==> src/rtl/tmf_pkg.sv <==
// Shared types, constants and frame-building functions of the typed message fragmenter.
`timescale 1ns / 1ps

package tmf_pkg;

    // Fixed sizes of the report and the chunk header.
    localparam logic [6:0] MAX_REPORT   = 7'd64;
    localparam logic [6:0] HEADER_BYTES = 7'd3;

    // Reset values of the configuration registers.
    localparam logic [6:0] CAP_RESET = 7'd16;
    localparam logic [7:0] TAG_RESET = 8'd0;

    // Default depth of the queue between front and back.
    localparam int QUEUE_DEPTH = 4;

    // Report type codes that set the logical length.
    localparam logic [7:0] TYPE_TIME   = 8'hAA;
    localparam logic [7:0] TYPE_VOLUME = 8'hAB;
    localparam logic [7:0] TYPE_LAYOUT = 8'hAC;
    localparam logic [7:0] TYPE_ARTIST = 8'hAD;
    localparam logic [7:0] TYPE_TITLE  = 8'hAE;

    // Forwarding modes of the current report.
    localparam logic [1:0] MODE_WAIT  = 2'd0;
    localparam logic [1:0] MODE_WHOLE = 2'd1;
    localparam logic [1:0] MODE_CHUNK = 2'd2;
    localparam logic [1:0] MODE_DROP  = 2'd3;

    // Frame kinds on the result channel.
    localparam logic [1:0] KIND_WHOLE = 2'd0;
    localparam logic [1:0] KIND_CHUNK = 2'd1;
    localparam logic [1:0] KIND_ERROR = 2'd2;

    // One frame data byte, optionally preceded by a three-byte chunk header.
    typedef struct packed {
        logic       en;
        logic       hdr;
        logic [7:0] seq;
        logic [6:0] idx;
        logic [6:0] ll;
        logic [7:0] data;
        logic [1:0] kind;
        logic       is_start;
        logic       is_end;
        logic [7:0] tag;
    } t_op;

    // Work handed from the front to the back for one input transaction.
    typedef struct packed {
        t_op op0;
        t_op op1;
    } t_desc;

    // Result of forwarding one byte: the operation and the updated chunk fill.
    typedef struct packed {
        t_op        op;
        logic [7:0] fill;
    } t_send;

    // Data bytes that one chunk may carry under the given cap.
    function automatic logic [6:0] chunk_data_size(input logic [6:0] cap);
        logic [6:0] size;
        size = (cap > HEADER_BYTES) ? (cap - HEADER_BYTES) : 7'd1;
        return size;
    endfunction

    // The error result issued when a message needs chunking but the cap is too small.
    function automatic t_op error_op();
        t_op op;
        op          = '0;
        op.en       = 1'b1;
        op.kind     = KIND_ERROR;
        op.is_start = 1'b1;
        op.is_end   = 1'b1;
        return op;
    endfunction

    // Forward one report byte at position idx under the given mode.
    function automatic t_send send_op(
        input logic [1:0] mode,
        input logic [6:0] ll,
        input logic [6:0] idx,
        input logic [7:0] fill,
        input logic [6:0] cap,
        input logic [7:0] data,
        input logic [7:0] seq,
        input logic [7:0] chunk_tag,
        input logic [7:0] held_type
    );
        t_send      res;
        logic [7:0] next_fill;
        logic [7:0] idx_next;
        logic       last_byte;
        res       = '0;
        res.fill  = fill;
        idx_next  = {1'b0, idx} + 8'd1;
        last_byte = (idx_next == {1'b0, ll});
        next_fill = fill + 8'd1;
        if (idx < ll) begin
            if (mode == MODE_WHOLE) begin
                res.op.en       = 1'b1;
                res.op.data     = data;
                res.op.kind     = KIND_WHOLE;
                res.op.is_start = (idx == 7'd0);
                res.op.is_end   = last_byte;
                res.op.tag      = held_type;
            end else if (mode == MODE_CHUNK) begin
                res.op.en     = 1'b1;
                res.op.hdr    = (fill == 8'd0);
                res.op.seq    = seq;
                res.op.idx    = idx;
                res.op.ll     = ll;
                res.op.data   = data;
                res.op.kind   = KIND_CHUNK;
                res.op.is_end = (next_fill >= {1'b0, chunk_data_size(cap)}) || last_byte;
                res.op.tag    = chunk_tag;
                res.fill      = res.op.is_end ? 8'd0 : next_fill;
            end
        end
        return res;
    endfunction

endpackage

==> src/rtl/typed_message_fragmenter_core.sv <==
// Top level of the typed message fragmenter: configuration port, front, queue and back.
// The block takes one report byte per transaction and turns the report into either one whole
// frame, chunk frames with a sequence, offset and total header, or an error result when the
// cap cannot hold a header. The front part accepts a byte in every cycle while its work
// queue (QUEUE_DEPTH entries) has room, even while the result register still holds an
// untaken result. The back part emits one result per cycle while the receiver does not
// stall; an input byte causes no result when dropped or a type byte, one for a whole-frame
// byte or a chunk byte inside a chunk, four when the byte opens a chunk, and up to eight when
// the length decision forwards two bytes that both open chunks. The back part's single result
// register sets the sustained rate. Registers: payload_cap at byte address 0 (reset 16),
// chunk_tag at byte address 4 (reset 0); write them only while the block is idle.
`timescale 1ns / 1ps

module typed_message_fragmenter_core #(
    parameter int QUEUE_DEPTH = tmf_pkg::QUEUE_DEPTH
) (
    input  logic        i_clk,
    input  logic        i_rst_n,
    // Configuration port.
    input  logic        psel,
    input  logic        penable,
    input  logic        pwrite,
    input  logic [2:0]  paddr,
    input  logic [31:0] pwdata,
    output logic [31:0] prdata,
    output logic        pready,
    // Input channel.
    input  logic        i_in_valid,
    output logic        o_in_stall,
    input  logic [7:0]  i_data_byte,
    input  logic [6:0]  i_report_length,
    // Result channel.
    output logic        o_out_valid,
    input  logic        i_out_stall,
    output logic [7:0]  o_out_byte,
    output logic [1:0]  o_frame_kind,
    output logic        o_frame_start,
    output logic        o_frame_end,
    output logic [7:0]  o_frame_tag,
    output logic        o_run_last
);
    import tmf_pkg::*;

    // Register indexes, taken from address bit 2.
    localparam logic REG_PAYLOAD_CAP = 1'b0;
    localparam logic REG_CHUNK_TAG   = 1'b1;

    logic [6:0] r_payload_cap;
    logic [7:0] r_chunk_tag;
    logic       cfg_write;

    logic  q_push;
    logic  q_full;
    logic  q_valid;
    logic  q_pop;
    t_desc front_desc;
    t_desc q_desc;

    // Configuration register writes.
    assign pready    = 1'b1;
    assign cfg_write = psel && penable && pwrite;

    always_ff @(posedge i_clk) begin
        if (!i_rst_n) begin
            r_payload_cap <= CAP_RESET;
            r_chunk_tag   <= TAG_RESET;
        end else if (cfg_write) begin
            unique case (paddr[2])
                REG_PAYLOAD_CAP: r_payload_cap <= pwdata[6:0];
                REG_CHUNK_TAG:   r_chunk_tag   <= pwdata[7:0];
                default: begin
                end
            endcase
        end
    end

    // Configuration register reads.
    always_comb begin
        unique case (paddr[2])
            REG_PAYLOAD_CAP: prdata = {25'd0, r_payload_cap};
            REG_CHUNK_TAG:   prdata = {24'd0, r_chunk_tag};
            default:         prdata = 32'd0;
        endcase
    end

    tmf_front u_front (
        .i_clk           (i_clk),
        .i_rst_n         (i_rst_n),
        .i_in_valid      (i_in_valid),
        .o_in_stall      (o_in_stall),
        .i_data_byte     (i_data_byte),
        .i_report_length (i_report_length),
        .i_payload_cap   (r_payload_cap),
        .i_chunk_tag     (r_chunk_tag),
        .i_queue_full    (q_full),
        .o_push          (q_push),
        .o_desc          (front_desc)
    );

    tmf_queue #(
        .DEPTH (QUEUE_DEPTH)
    ) u_queue (
        .i_clk   (i_clk),
        .i_rst_n (i_rst_n),
        .i_push  (q_push),
        .i_desc  (front_desc),
        .o_full  (q_full),
        .o_valid (q_valid),
        .o_desc  (q_desc),
        .i_pop   (q_pop)
    );

    tmf_back u_back (
        .i_clk         (i_clk),
        .i_rst_n       (i_rst_n),
        .i_valid       (q_valid),
        .i_desc        (q_desc),
        .o_pop         (q_pop),
        .o_out_valid   (o_out_valid),
        .i_out_stall   (i_out_stall),
        .o_out_byte    (o_out_byte),
        .o_frame_kind  (o_frame_kind),
        .o_frame_start (o_frame_start),
        .o_frame_end   (o_frame_end),
        .o_frame_tag   (o_frame_tag),
        .o_run_last    (o_run_last)
    );

endmodule

==> src/rtl/tmf_front.sv <==
// Front part: accepts report bytes, tracks the report and classifies each byte into frame work.
`timescale 1ns / 1ps

module tmf_front (
    input  logic          i_clk,
    input  logic          i_rst_n,
    input  logic          i_in_valid,
    output logic          o_in_stall,
    input  logic [7:0]    i_data_byte,
    input  logic [6:0]    i_report_length,
    input  logic [6:0]    i_payload_cap,
    input  logic [7:0]    i_chunk_tag,
    input  logic          i_queue_full,
    output logic          o_push,
    output tmf_pkg::t_desc o_desc
);
    import tmf_pkg::*;

    // Report tracking state.
    logic [7:0] r_held_type, n_held_type;
    logic [6:0] r_pos,       n_pos;
    logic [6:0] r_ll,        n_ll;
    logic [1:0] r_mode,      n_mode;
    logic [7:0] r_fill,      n_fill;
    logic [7:0] r_cur_seq,   n_cur_seq;
    logic [7:0] r_seq_ctr,   n_seq_ctr;

    logic       accept;
    logic       empty_len;
    logic [6:0] len;
    logic       pos0;
    logic       last;
    logic       dec_go;
    logic [7:0] dec_type;
    logic [7:0] dec_b1;
    logic [8:0] b1_sum;
    logic [6:0] dec_ll;
    logic [1:0] dec_mode;
    logic [1:0] mode_use;
    logic [6:0] ll_use;
    logic [7:0] fill_start;
    logic [7:0] seq_use;
    logic [7:0] type_use;
    logic       allow_a;
    logic       allow_b;
    logic [6:0] idx_a;
    logic [7:0] byte_a;
    t_send      send_a;
    t_send      send_b;
    t_desc      desc;

    assign o_in_stall = i_queue_full;
    assign accept     = i_in_valid && !i_queue_full;

    // Report length clamp and position within the report.
    assign empty_len = (i_report_length == 7'd0);
    assign len       = (i_report_length > MAX_REPORT) ? MAX_REPORT : i_report_length;
    assign pos0      = (r_pos == 7'd0);
    assign last      = (({1'b0, r_pos} + 8'd1) >= {1'b0, len});

    // The length decision comes with byte 1, or with byte 0 when it ends the report.
    assign dec_go   = pos0 ? last : (r_mode == MODE_WAIT);
    assign dec_type = pos0 ? i_data_byte : r_held_type;
    assign dec_b1   = pos0 ? 8'd0 : i_data_byte;
    assign b1_sum   = {1'b0, dec_b1} + 9'd2;

    // Logical length by report type, clamped to the report length.
    always_comb begin
        unique case (dec_type) inside
            TYPE_TIME: begin
                dec_ll = (len < 7'd3) ? len : 7'd3;
            end
            TYPE_VOLUME, TYPE_LAYOUT: begin
                dec_ll = (len < 7'd2) ? len : 7'd2;
            end
            TYPE_ARTIST, TYPE_TITLE: begin
                if (len < 7'd2 || {2'b00, len} < b1_sum) begin
                    dec_ll = len;
                end else begin
                    dec_ll = b1_sum[6:0];
                end
            end
            default: begin
                dec_ll = len;
            end
        endcase
    end

    // Whole frame, chunked, or error when the cap cannot hold a header.
    always_comb begin
        if (dec_ll <= i_payload_cap) begin
            dec_mode = MODE_WHOLE;
        end else if (i_payload_cap <= HEADER_BYTES) begin
            dec_mode = MODE_DROP;
        end else begin
            dec_mode = MODE_CHUNK;
        end
    end

    assign mode_use   = dec_go ? dec_mode : r_mode;
    assign ll_use     = dec_go ? dec_ll : r_ll;
    assign fill_start = (dec_go && dec_mode == MODE_CHUNK) ? 8'd0 : r_fill;
    assign seq_use    = (dec_go && dec_mode == MODE_CHUNK) ? r_seq_ctr : r_cur_seq;
    assign type_use   = pos0 ? i_data_byte : r_held_type;

    // First send: the held type byte at a decision, else the incoming byte.
    assign allow_a = dec_go || !pos0;
    assign allow_b = dec_go && !pos0;
    assign idx_a   = dec_go ? 7'd0 : r_pos;
    assign byte_a  = allow_b ? r_held_type : i_data_byte;

    assign send_a = send_op(mode_use, ll_use, idx_a, fill_start, i_payload_cap,
                            byte_a, seq_use, i_chunk_tag, type_use);
    assign send_b = send_op(mode_use, ll_use, r_pos, send_a.fill, i_payload_cap,
                            i_data_byte, seq_use, i_chunk_tag, type_use);

    // Assemble the work for the back part.
    always_comb begin
        desc = '0;
        if (dec_go && dec_mode == MODE_DROP) begin
            desc.op0 = error_op();
        end else begin
            if (allow_a) begin
                desc.op0 = send_a.op;
            end
            if (allow_b) begin
                desc.op1 = send_b.op;
            end
        end
    end

    assign o_desc = desc;
    assign o_push = accept && !empty_len && desc.op0.en;

    // Next state of the report tracking.
    always_comb begin
        n_held_type = r_held_type;
        n_pos       = r_pos;
        n_ll        = r_ll;
        n_mode      = r_mode;
        n_fill      = r_fill;
        n_cur_seq   = r_cur_seq;
        n_seq_ctr   = r_seq_ctr;
        if (accept) begin
            if (empty_len) begin
                n_pos  = 7'd0;
                n_mode = MODE_WAIT;
                n_fill = 8'd0;
            end else begin
                if (pos0) begin
                    n_held_type = i_data_byte;
                end
                if (dec_go) begin
                    n_ll   = dec_ll;
                    n_mode = dec_mode;
                    if (dec_mode == MODE_CHUNK) begin
                        n_cur_seq = r_seq_ctr;
                        n_seq_ctr = r_seq_ctr + 8'd1;
                    end
                end
                if (allow_b) begin
                    n_fill = send_b.fill;
                end else if (allow_a) begin
                    n_fill = send_a.fill;
                end else begin
                    n_fill = fill_start;
                end
                if (last) begin
                    n_pos  = 7'd0;
                    n_mode = MODE_WAIT;
                    n_fill = 8'd0;
                end else begin
                    n_pos = r_pos + 7'd1;
                end
            end
        end
    end

    // State registers.
    always_ff @(posedge i_clk) begin
        if (!i_rst_n) begin
            r_held_type <= 8'd0;
            r_pos       <= 7'd0;
            r_ll        <= 7'd0;
            r_mode      <= MODE_WAIT;
            r_fill      <= 8'd0;
            r_cur_seq   <= 8'd0;
            r_seq_ctr   <= 8'd0;
        end else begin
            r_held_type <= n_held_type;
            r_pos       <= n_pos;
            r_ll        <= n_ll;
            r_mode      <= n_mode;
            r_fill      <= n_fill;
            r_cur_seq   <= n_cur_seq;
            r_seq_ctr   <= n_seq_ctr;
        end
    end

    // A report that ends leaves the tracker waiting at position zero.
    a_report_end_clears: assert property (@(posedge i_clk) disable iff (!i_rst_n)
        (accept && !empty_len && last) |=> (r_pos == 7'd0 && r_mode == MODE_WAIT))
        else $error("report end did not clear the tracker");

    // The sequence counter moves only when a chunked message is decided.
    a_seq_advance: assert property (@(posedge i_clk) disable iff (!i_rst_n)
        (r_seq_ctr != n_seq_ctr) |-> (accept && dec_go && dec_mode == MODE_CHUNK))
        else $error("sequence counter advanced without a chunked message");

endmodule

==> src/rtl/tmf_queue.sv <==
// Short queue of frame work between the front and the back part.
`timescale 1ns / 1ps

module tmf_queue #(
    parameter int DEPTH = tmf_pkg::QUEUE_DEPTH
) (
    input  logic           i_clk,
    input  logic           i_rst_n,
    input  logic           i_push,
    input  tmf_pkg::t_desc i_desc,
    output logic           o_full,
    output logic           o_valid,
    output tmf_pkg::t_desc o_desc,
    input  logic           i_pop
);
    import tmf_pkg::*;

    localparam int PW = $clog2(DEPTH);
    localparam int CW = $clog2(DEPTH + 1);

    t_desc         r_entry [DEPTH];
    logic [PW-1:0] r_wr_ptr, n_wr_ptr;
    logic [PW-1:0] r_rd_ptr, n_rd_ptr;
    logic [CW-1:0] r_count,  n_count;
    logic          do_pop;

    assign o_full  = (r_count == CW'(DEPTH));
    assign o_valid = (r_count != '0);
    assign o_desc  = r_entry[r_rd_ptr];
    assign do_pop  = i_pop && o_valid;

    // Pointer and occupancy update.
    always_comb begin
        n_wr_ptr = r_wr_ptr;
        n_rd_ptr = r_rd_ptr;
        n_count  = r_count;
        if (i_push) begin
            n_wr_ptr = (r_wr_ptr == PW'(DEPTH - 1)) ? '0 : r_wr_ptr + 1'b1;
        end
        if (do_pop) begin
            n_rd_ptr = (r_rd_ptr == PW'(DEPTH - 1)) ? '0 : r_rd_ptr + 1'b1;
        end
        if (i_push && !do_pop) begin
            n_count = r_count + 1'b1;
        end else if (!i_push && do_pop) begin
            n_count = r_count - 1'b1;
        end
    end

    always_ff @(posedge i_clk) begin
        if (!i_rst_n) begin
            r_wr_ptr <= '0;
            r_rd_ptr <= '0;
            r_count  <= '0;
        end else begin
            r_wr_ptr <= n_wr_ptr;
            r_rd_ptr <= n_rd_ptr;
            r_count  <= n_count;
        end
    end

    // Entry storage.
    always_ff @(posedge i_clk) begin
        if (i_push) begin
            r_entry[r_wr_ptr] <= i_desc;
        end
    end

    // The front never pushes into a full queue.
    a_no_overflow: assert property (@(posedge i_clk) disable iff (!i_rst_n)
        !(i_push && o_full))
        else $error("push into a full queue");

endmodule

==> src/rtl/tmf_back.sv <==
// Back part: expands queued frame work into result transactions, one per unstalled cycle.
`timescale 1ns / 1ps

module tmf_back (
    input  logic           i_clk,
    input  logic           i_rst_n,
    input  logic           i_valid,
    input  tmf_pkg::t_desc i_desc,
    output logic           o_pop,
    output logic           o_out_valid,
    input  logic           i_out_stall,
    output logic [7:0]     o_out_byte,
    output logic [1:0]     o_frame_kind,
    output logic           o_frame_start,
    output logic           o_frame_end,
    output logic [7:0]     o_frame_tag,
    output logic           o_run_last
);
    import tmf_pkg::*;

    // Steps within one operation: three header bytes, then the data byte.
    localparam logic [1:0] SUB_SEQ  = 2'd0;
    localparam logic [1:0] SUB_OFS  = 2'd1;
    localparam logic [1:0] SUB_TOT  = 2'd2;
    localparam logic [1:0] SUB_DATA = 2'd3;

    t_desc      r_desc;
    logic       r_busy;
    logic       r_phase;
    logic [1:0] r_sub;
    logic       r_out_valid;
    logic [7:0] r_out_byte;
    logic [1:0] r_frame_kind;
    logic       r_frame_start;
    logic       r_frame_end;
    logic [7:0] r_frame_tag;
    logic       r_run_last;

    t_op        cur;
    logic       emit;
    logic       last_desc;
    logic       load;
    logic [7:0] n_byte;
    logic       n_start;
    logic       n_end;

    assign cur       = r_phase ? r_desc.op1 : r_desc.op0;
    assign emit      = r_busy && (!r_out_valid || !i_out_stall);
    assign last_desc = (r_sub == SUB_DATA) && (r_phase || !r_desc.op1.en);
    assign load      = (!r_busy || (emit && last_desc)) && i_valid;
    assign o_pop     = load;

    // Byte and frame markers of the current step.
    always_comb begin
        n_byte  = cur.data;
        n_start = cur.is_start;
        n_end   = cur.is_end;
        unique case (r_sub)
            SUB_SEQ: begin
                n_byte  = cur.seq;
                n_start = 1'b1;
                n_end   = 1'b0;
            end
            SUB_OFS: begin
                n_byte  = {1'b0, cur.idx};
                n_start = 1'b0;
                n_end   = 1'b0;
            end
            SUB_TOT: begin
                n_byte  = {1'b0, cur.ll};
                n_start = 1'b0;
                n_end   = 1'b0;
            end
            default: begin
                n_byte  = cur.data;
                n_start = cur.is_start;
                n_end   = cur.is_end;
            end
        endcase
    end

    // Sequencer over the operations of the current work item.
    always_ff @(posedge i_clk) begin
        if (!i_rst_n) begin
            r_busy  <= 1'b0;
            r_phase <= 1'b0;
            r_sub   <= SUB_DATA;
        end else if (load) begin
            r_busy  <= 1'b1;
            r_phase <= 1'b0;
            r_sub   <= i_desc.op0.hdr ? SUB_SEQ : SUB_DATA;
        end else if (emit) begin
            if (r_sub != SUB_DATA) begin
                r_sub <= r_sub + 2'd1;
            end else if (last_desc) begin
                r_busy <= 1'b0;
            end else begin
                r_phase <= 1'b1;
                r_sub   <= r_desc.op1.hdr ? SUB_SEQ : SUB_DATA;
            end
        end
    end

    always_ff @(posedge i_clk) begin
        if (load) begin
            r_desc <= i_desc;
        end
    end

    // Output register: filled on each step, freed when the transaction is taken.
    always_ff @(posedge i_clk) begin
        if (!i_rst_n) begin
            r_out_valid <= 1'b0;
        end else if (emit) begin
            r_out_valid <= 1'b1;
        end else if (!i_out_stall) begin
            r_out_valid <= 1'b0;
        end
    end

    always_ff @(posedge i_clk) begin
        if (emit) begin
            r_out_byte    <= n_byte;
            r_frame_kind  <= cur.kind;
            r_frame_start <= n_start;
            r_frame_end   <= n_end;
            r_frame_tag   <= cur.tag;
            r_run_last    <= last_desc;
        end
    end

    assign o_out_valid   = r_out_valid;
    assign o_out_byte    = r_out_byte;
    assign o_frame_kind  = r_frame_kind;
    assign o_frame_start = r_frame_start;
    assign o_frame_end   = r_frame_end;
    assign o_frame_tag   = r_frame_tag;
    assign o_run_last    = r_run_last;

    // Header steps only occur for operations that open a chunk.
    a_header_only_chunk: assert property (@(posedge i_clk) disable iff (!i_rst_n)
        (r_busy && r_sub != SUB_DATA) |-> (cur.hdr && cur.kind == KIND_CHUNK))
        else $error("header step on an operation without a header");

    // An error result is a frame of its own and the only result of its transaction.
    a_error_alone: assert property (@(posedge i_clk) disable iff (!i_rst_n)
        (r_out_valid && r_frame_kind == KIND_ERROR)
            |-> (r_frame_start && r_frame_end && r_run_last))
        else $error("malformed error result");

endmodule

==> config.mk <==
export PLATFORM = sky130hd
export DESIGN_NAME = typed_message_fragmenter_core
export DESIGN_NICKNAME = d
export VERILOG_FILES = /design/src/rtl/tmf_pkg.sv /design/src/rtl/typed_message_fragmenter_core.sv /design/src/rtl/tmf_front.sv /design/src/rtl/tmf_queue.sv /design/src/rtl/tmf_back.sv
export SDC_FILE = /design/constraint.sdc
export NUM_CORES = 1
export LEC_CHECK = 0
export ABC_AREA = 0
export BUFFER_PORTS_ARGS = -buffer_cell sky130_fd_sc_hd__buf_2
export CORE_ASPECT_RATIO = 0.6
export CORE_UTILIZATION = 55
export DETAILED_ROUTE_END_ITERATION = 8
export GPL_TIMING_DRIVEN = 0
export MAX_ROUTING_LAYER = met4
export PLACE_DENSITY = 0.75
export REMOVE_ABC_BUFFERS = 1
export SYNTH_ARGS = -nofsm -noshare
export SYNTH_HDL_FRONTEND = slang
export SYNTH_HIERARCHICAL = 1
export SYNTH_SLANG_ARGS = --single-unit
export TNS_END_PERCENT = 20
==> constraint.sdc <==
create_clock -name i_clk -period 14.4 [get_ports i_clk]
set_input_delay 4.32 -clock i_clk [delete_from_list [all_inputs] [get_ports i_clk]]
set_output_delay 4.32 -clock i_clk [all_outputs]
set_load 0.03 [all_outputs]
* Word level (Yosys, flattened, before mapping)
Memory sizes are Yosys's and may differ from the RTL's. A register that Yosys moved wholly into a read port is not among the register bits.
Cells that the tools add are included.
** Word-level totals
- Memories :: 1
- Memory bits (writable) :: 352
- Flip-flop bits (word level) :: 182
- Logic and storage cells :: 219
- Bits of input ports :: 57
** Memories
- u_queue.r_entry :: words 4, bits a word 88, rd ports 1, clocked after Yosys merged registers in 1, wr ports 1, line tmf_queue.sv:21 : t_desc r_entry [DEPTH];
** Cells by class
- Reduce and logical (&&, ||, !) cells :: 54
- Eq/ne operators :: 21
- Magnitude comparators :: 12
- Bitwise gates (word level) :: 5
- Muxes and demuxes :: 73
- $add $sub $neg :: 13
** Operators with widths (count)
- 2-to-1 mux 44 bit :: 4
- 2-to-1 mux 52 bit :: 2
- 2-to-1 mux 8 bit :: 13
- 2-to-1 mux 34 bit :: 2
- one-hot mux 32 bit (2 select lines) :: 1
- 2-to-1 mux 7 bit :: 9
- 2-to-1 mux 23 bit :: 2
- 2-to-1 mux 42 bit :: 1
- == test 8 bit (second input constant) :: 5
- 2-to-1 mux 17 bit :: 2
- 2-to-1 mux 2 bit :: 14
- adder 8 x 1 -> 8 bit (second input constant) :: 3
- >= comparator 8 x 7 -> 1 bit :: 3
- one-hot mux 8 bit (3 select lines) :: 1
- logical NOT 7 bit :: 3
- one-hot mux 7 bit (3 select lines) :: 1
- 2-to-1 mux 10 bit :: 2
- 2-to-1 mux 9 bit :: 2
- adder 7 x 1 -> 8 bit (second input constant) :: 2
- == test 8 x 7 -> 1 bit :: 2
- logical NOT 8 bit :: 2
- logical AND 1 bit :: 15
- == test 2 bit (second input constant) :: 7
- < comparator 7 x 2 -> 1 bit (second input constant) :: 2
- other kinds (31) :: 78

* Longest topological paths before layout
- Word-level depth :: 29
- Mapped depth :: 51

* By module
Netlist, hierarchy kept.
** By module, submodules not included
- tmf_queue :: area an instance 13145.1 µm², instances 1, cells each 506, seq. area each 10750.3 µm²
- tmf_front :: area an instance 5992.0 µm², instances 1, cells each 873, seq. area each 960.9 µm²
- tmf_back :: area an instance 4132.7 µm², instances 1, cells each 209, seq. area each 3313.2 µm²
- typed_message_fragmenter_core :: area an instance 905.9 µm², instances 1, cells each 96, seq. area each 300.3 µm²

* Least setup slack after synthesis
OpenSTA, ideal clock, no wires.
- Path kind :: input to register
- Start :: in i_data_byte[1]
- End :: reg u_front.r_fill[2]
- Arrival :: 12.267 ns
- Path slack :: 2.046 ns
- Setup time :: 0.087 ns
- Cell stages on the path :: 42
- Buffers on the path :: 2
- Path through :: clkbuf_1 nand3_1 xnor2_1 or2_2 ha_1 nand2_1 o31ai_1 o21ai_2 and3_2 or2_2 ha_1 nand4_1 o21bai_1 a31oi_1 nand3_1 clkbuf_1 and2_1 inv_1 (+6 left out) a211oi_1 o31a_2 nand3_1 o21ai_0 ha_1 ha_1 a21o_1 a21oi_1 nor2b_1 o21ai_0 nand2b_1 a21oi_1 nor2b_1 a311oi_1 nand3_1 a31oi_1 nor2_1 o31ai_1
** Between the ends
- Word-level cells in the longest chain between the ends :: 28
- Elaborated cells between the ends (all ways) :: 45
- Classes of those cells :: 3 x add/sub; 6 x order compare; 10 x eq/ne; 20 x mux; 6 x reduce/logical
** Ends and longest elaborated chain
- from (decl) :: line typed_message_fragmenter_core.sv:30 : input logic [7:0] i_data_byte,
- 2-to-1 mux 8 bit :: line tmf_front.sv:64 : assign dec_b1 = pos0 ? 8'd0 : i_data_byte;
- adder 8 x 2 -> 9 bit :: line tmf_front.sv:65 : assign b1_sum = {1'b0, dec_b1} + 9'd2;
- < comparator 7 x 9 -> 1 bit :: line tmf_front.sv:77 : if (len < 7'd2 || {2'b00, len} < b1_sum) begin
- logical OR 1 bit :: line tmf_front.sv:77
- 2-to-1 mux 7 bit :: line tmf_front.sv:77
- one-hot mux 7 bit (3 select lines) (*) :: line tmf_front.sv:69 : unique case (dec_type) inside
- <= comparator 7 bit :: line tmf_front.sv:91 : if (dec_ll <= i_payload_cap) begin
- 2-to-1 mux 2 bit :: line tmf_front.sv:91
- (+12 left out)
- logical OR 1 bit :: line tmf_pkg.sv:116 : res.op.is_end = (next_fill >= {1'b0, chunk_data_size(cap)}) || last_byte;
- 2-to-1 mux 8 bit :: line tmf_pkg.sv:118 : res.fill = res.op.is_end ? 8'd0 : next_fill;
- 2-to-1 mux 17 bit :: line tmf_pkg.sv:108 : end else if (mode == MODE_CHUNK) begin
- 2-to-1 mux 8 bit :: line tmf_pkg.sv:101 : if (mode == MODE_WHOLE) begin
- 2-to-1 mux 52 bit :: line tmf_pkg.sv:100 : if (idx < ll) begin
- 2-to-1 mux 8 bit (*) :: line tmf_front.sv:161 : if (allow_b) begin
- 2-to-1 mux 8 bit (*) :: line tmf_front.sv:168 : if (last) begin
- 2-to-1 mux 8 bit (*) :: line tmf_front.sv:145 : if (empty_len) begin
- to (signal assigned) :: line tmf_front.sv:194 : r_fill <= n_fill;
- to (decl) :: line tmf_front.sv:24 : logic [7:0] r_fill, n_fill;
Mark *: on every way between the ends. The rest lies on a longest branch, timed or not.
A chain may end at the register's enable or synchronous reset.

* Final worst setup path
Same ends and word-level chain as after synthesis.

==> reports/metrics.csv <==
stage,metric,value,unit
drt,drt_iter0_drc,1828,
power,power_density,169.1,nW/µm²
critical_path,cp-end-kind,register,
clocking,clockBufferDepth,3,
floorplan,core,42450,µm²
critical_path,cp.arrival,14250,ps
synth,syn-mean-instance-area,14.31,µm²
drt,final_antenna_net_count,0,
final_layout,syn_to_final_growth,9.413,%
final_layout,drive_above_1_share,17.78,%
sta,setup_slack,652.9,ps
power,vdd_drop_max,133.4,µV
power,leakage,9.257,nW
global_route,antenna_found_initial,0,
drt,drtPass1Iterations,6,
floorplan,die_x,271.9,µm
synth,syn_area,24030,µm²
floorplan,fp.dieH,163.9,µm
floorplan,initial_utilization,56.61,%
critical_path,cp-start-kind,primary input,
clocking,postCtsHoldBufs,0,
sta,tightestPinTransition,1238,ps
drt,drc,0,
clocking,cts_tree,done,
final_layout,nNetsFinal,1844,
global_route,grt_pass1_wl,86.07,mm
clocking,htree_num_levels,2,
critical_path,critPathRequiredTime,14900,ps
global_route,track_usage,26.91,%
clocking,root_buffer,clkbuf_16,
sta,rsz0062_at_grt,no,
placement,dp_hpwl,38.24,mm
clocking,numCtsBuffers,46,
sta,min_period_over_period,95.47,%
clocking,insertion_delay,580,ps
placement,pre_cts_ws,-855.5,ps
final_layout,layout.cells.non_filler,2320,
sta,slew_headroom,15.13,%
sta,fin_crit,13750,ps
sta,hold_viol_final,0,
critical_path,cp_max_fo,15,
clocking,cts_setup_buffers,0,
drt,routed_wl,58.09,mm
synth,syn_inst,1679,
clocking,cts.sink_count,532,
global_route,grt_pass1_vias,13950,
sta,maxSlewViolCount,0,
critical_path,slowest_stage,a31oi_2,
placement,numPortBuffers,61,
drt,wl_per_cell,25.04,µm
global_route,gr-total-overflow,0,
sta,max_freq,72.74,MHz
placement,post_dp_cell_area,24830,µm²
floorplan,dieArea,44560,µm²
drt,vias,14530,
floorplan,io_pins,113,
sta,skew,31.38,ps
critical_path,crit_type,in -> reg,
placement,gp_congestion,0.9540,
critical_path,slowest_delay,430,ps
placement,dp_cells,2236,
run_status,outcome,"complete, no violations",
worst_hold_path,hp-class,reg -> reg,
sta,finalSetupTns,0,ps
drt,vias_per_cell,6.263,
synth,synth_warnings,6,
global_route,grt_max_degree,59,
floorplan,fp-row-count,58,
final_layout,fin_area,26300,µm²
flow_run,drv_cap,0,
sta,setup-violations-final,0,
clocking,clkTransAtPathRegs,70,ps
critical_path,crit_top_cell,ha_1,
-- metal layers --
layer / track usage [%] / up-vias / share of wire (%) / wire [µm]
li1: - / 6413 / - / -
met2: 38.97 / 707 / 44 / 25760
met5: - / - / 0 / 0
met1: 39.95 / 7331 / 44 / 25800
met4: 5.439 / 0 / 1.7 / 1006
met3: 5.000 / 79 / 9.5 / 5516
-- through the flow --
| step | hold slack, ps | utilization (%) | total power [mW] |
|---|---|---|---|
| 3_3_place_gp | 442.5 | 57.70 | 3.248 |
| 6_report | 453.6 | 61.94 | 4.447 |
| 5_1_grt | 476.3 | 61.93 | 4.620 |
| 2_1_floorplan | 435.7 | - | 2.853 |
| 4_1_cts | 457.0 | 61.81 | 4.444 |
| 3_5_place_dp | 448.0 | 58.50 | 3.274 |
-- cell type report --
class / count / area (µm²)
multi-input cells: 1006 / 8154
flip-flops and latches: 532 / 15210
fillers: 3059 / 16160
well taps: 570 / 713.2
clock buffers: 57 / 1192
inverters: 56 / 210.2
clock inverters: 25 / 210.2
diodes: 1 / 2.502
repair buffers: 73 / 599.3
-- worst max-delay path: cells and delay by family --
kind            cells  cell delay, ps
xor+xnor            3             690
simple gates       17            3300
compound gates     13            3630
buf+inv             2             370
fa+ha+maj           6            1900
-- final timing paths --
check        slack (ps)  cells past startpoint              endpoint            startpoint
max                 650                     41     u_front/r_fill[2]        i_data_byte[1]
min                 450                      2  u_front/r_cur_seq[4]  u_front/r_cur_seq[4]
max reg2reg        3390                     46     u_front/r_fill[2]      u_front/r_pos[0]
min reg2reg         450                      2  u_front/r_cur_seq[4]  u_front/r_cur_seq[4]
-- where the power goes --
part           switching (mW)  leakage [nW]  internal (mW)
Sequential              0.104          4.93           1.98
Combinational           0.772          3.65          0.419
Clock                   0.543         0.674          0.628
Total                    1.42          9.26           3.03
-- repair_timing --
action                     4_1_cts  5_1_grt
cloned                           0        1
setup endpoints to repair        7       11
resized for setup                1        8
-- placed cells by master, fill, tap and decap left out, drive strengths merged, types with 5 or more instances in the layout --
| cell type | count |
|---|---|
| a21oi | 62 |
| nand3 | 37 |
| ha | 71 |
| nor3 | 16 |
| a22oi | 16 |
| inv | 58 |
| mux2i | 37 |
| dfxtp | 77 |
| a21o | 7 |
| and2 | 29 |
| buf | 73 |
| clkbuf | 57 |
| o21a | 7 |
| nor4 | 5 |
| and4 | 5 |
| mux2 | 21 |
| or3 | 9 |
| mux4 | 94 |
| nand2b | 13 |
| xnor2 | 23 |
| edfxtp | 455 |
| a222oi | 14 |
| nor2b | 18 |
| conb | 27 |
| nand4 | 12 |
| and3 | 15 |
| nand2 | 162 |
| xor2 | 23 |
| nor2 | 130 |
| clkinv | 19 |
| or2 | 13 |
| o22ai | 8 |
| a31oi | 10 |
| o21ai | 42 |
| o31ai | 8 |
-- flip-flops by register name (all words and copies together), names as in the netlist, 2 cells and up, named ones only --
| register | flops |
|---|---|
| u_queue/r_entry | 348 |
| u_back/r_desc | 86 |
| r_chunk_tag | 8 |
| u_back/o_frame_tag | 8 |
| u_back/o_out_byte | 8 |
| u_front/r_cur_seq | 8 |
| u_front/r_fill | 8 |
| u_front/r_held_type | 8 |
| u_front/r_seq_ctr | 8 |
| r_payload_cap | 7 |
| u_front/r_ll | 7 |
| u_front/r_pos | 7 |
| u_queue/r_count | 3 |
| u_back/o_frame_kind | 2 |
| u_back/r_sub | 2 |
| u_front/r_mode | 2 |
| u_queue/r_rd_ptr | 2 |
| u_queue/r_wr_ptr | 2 |
Power figures use the tool's default switching activity.
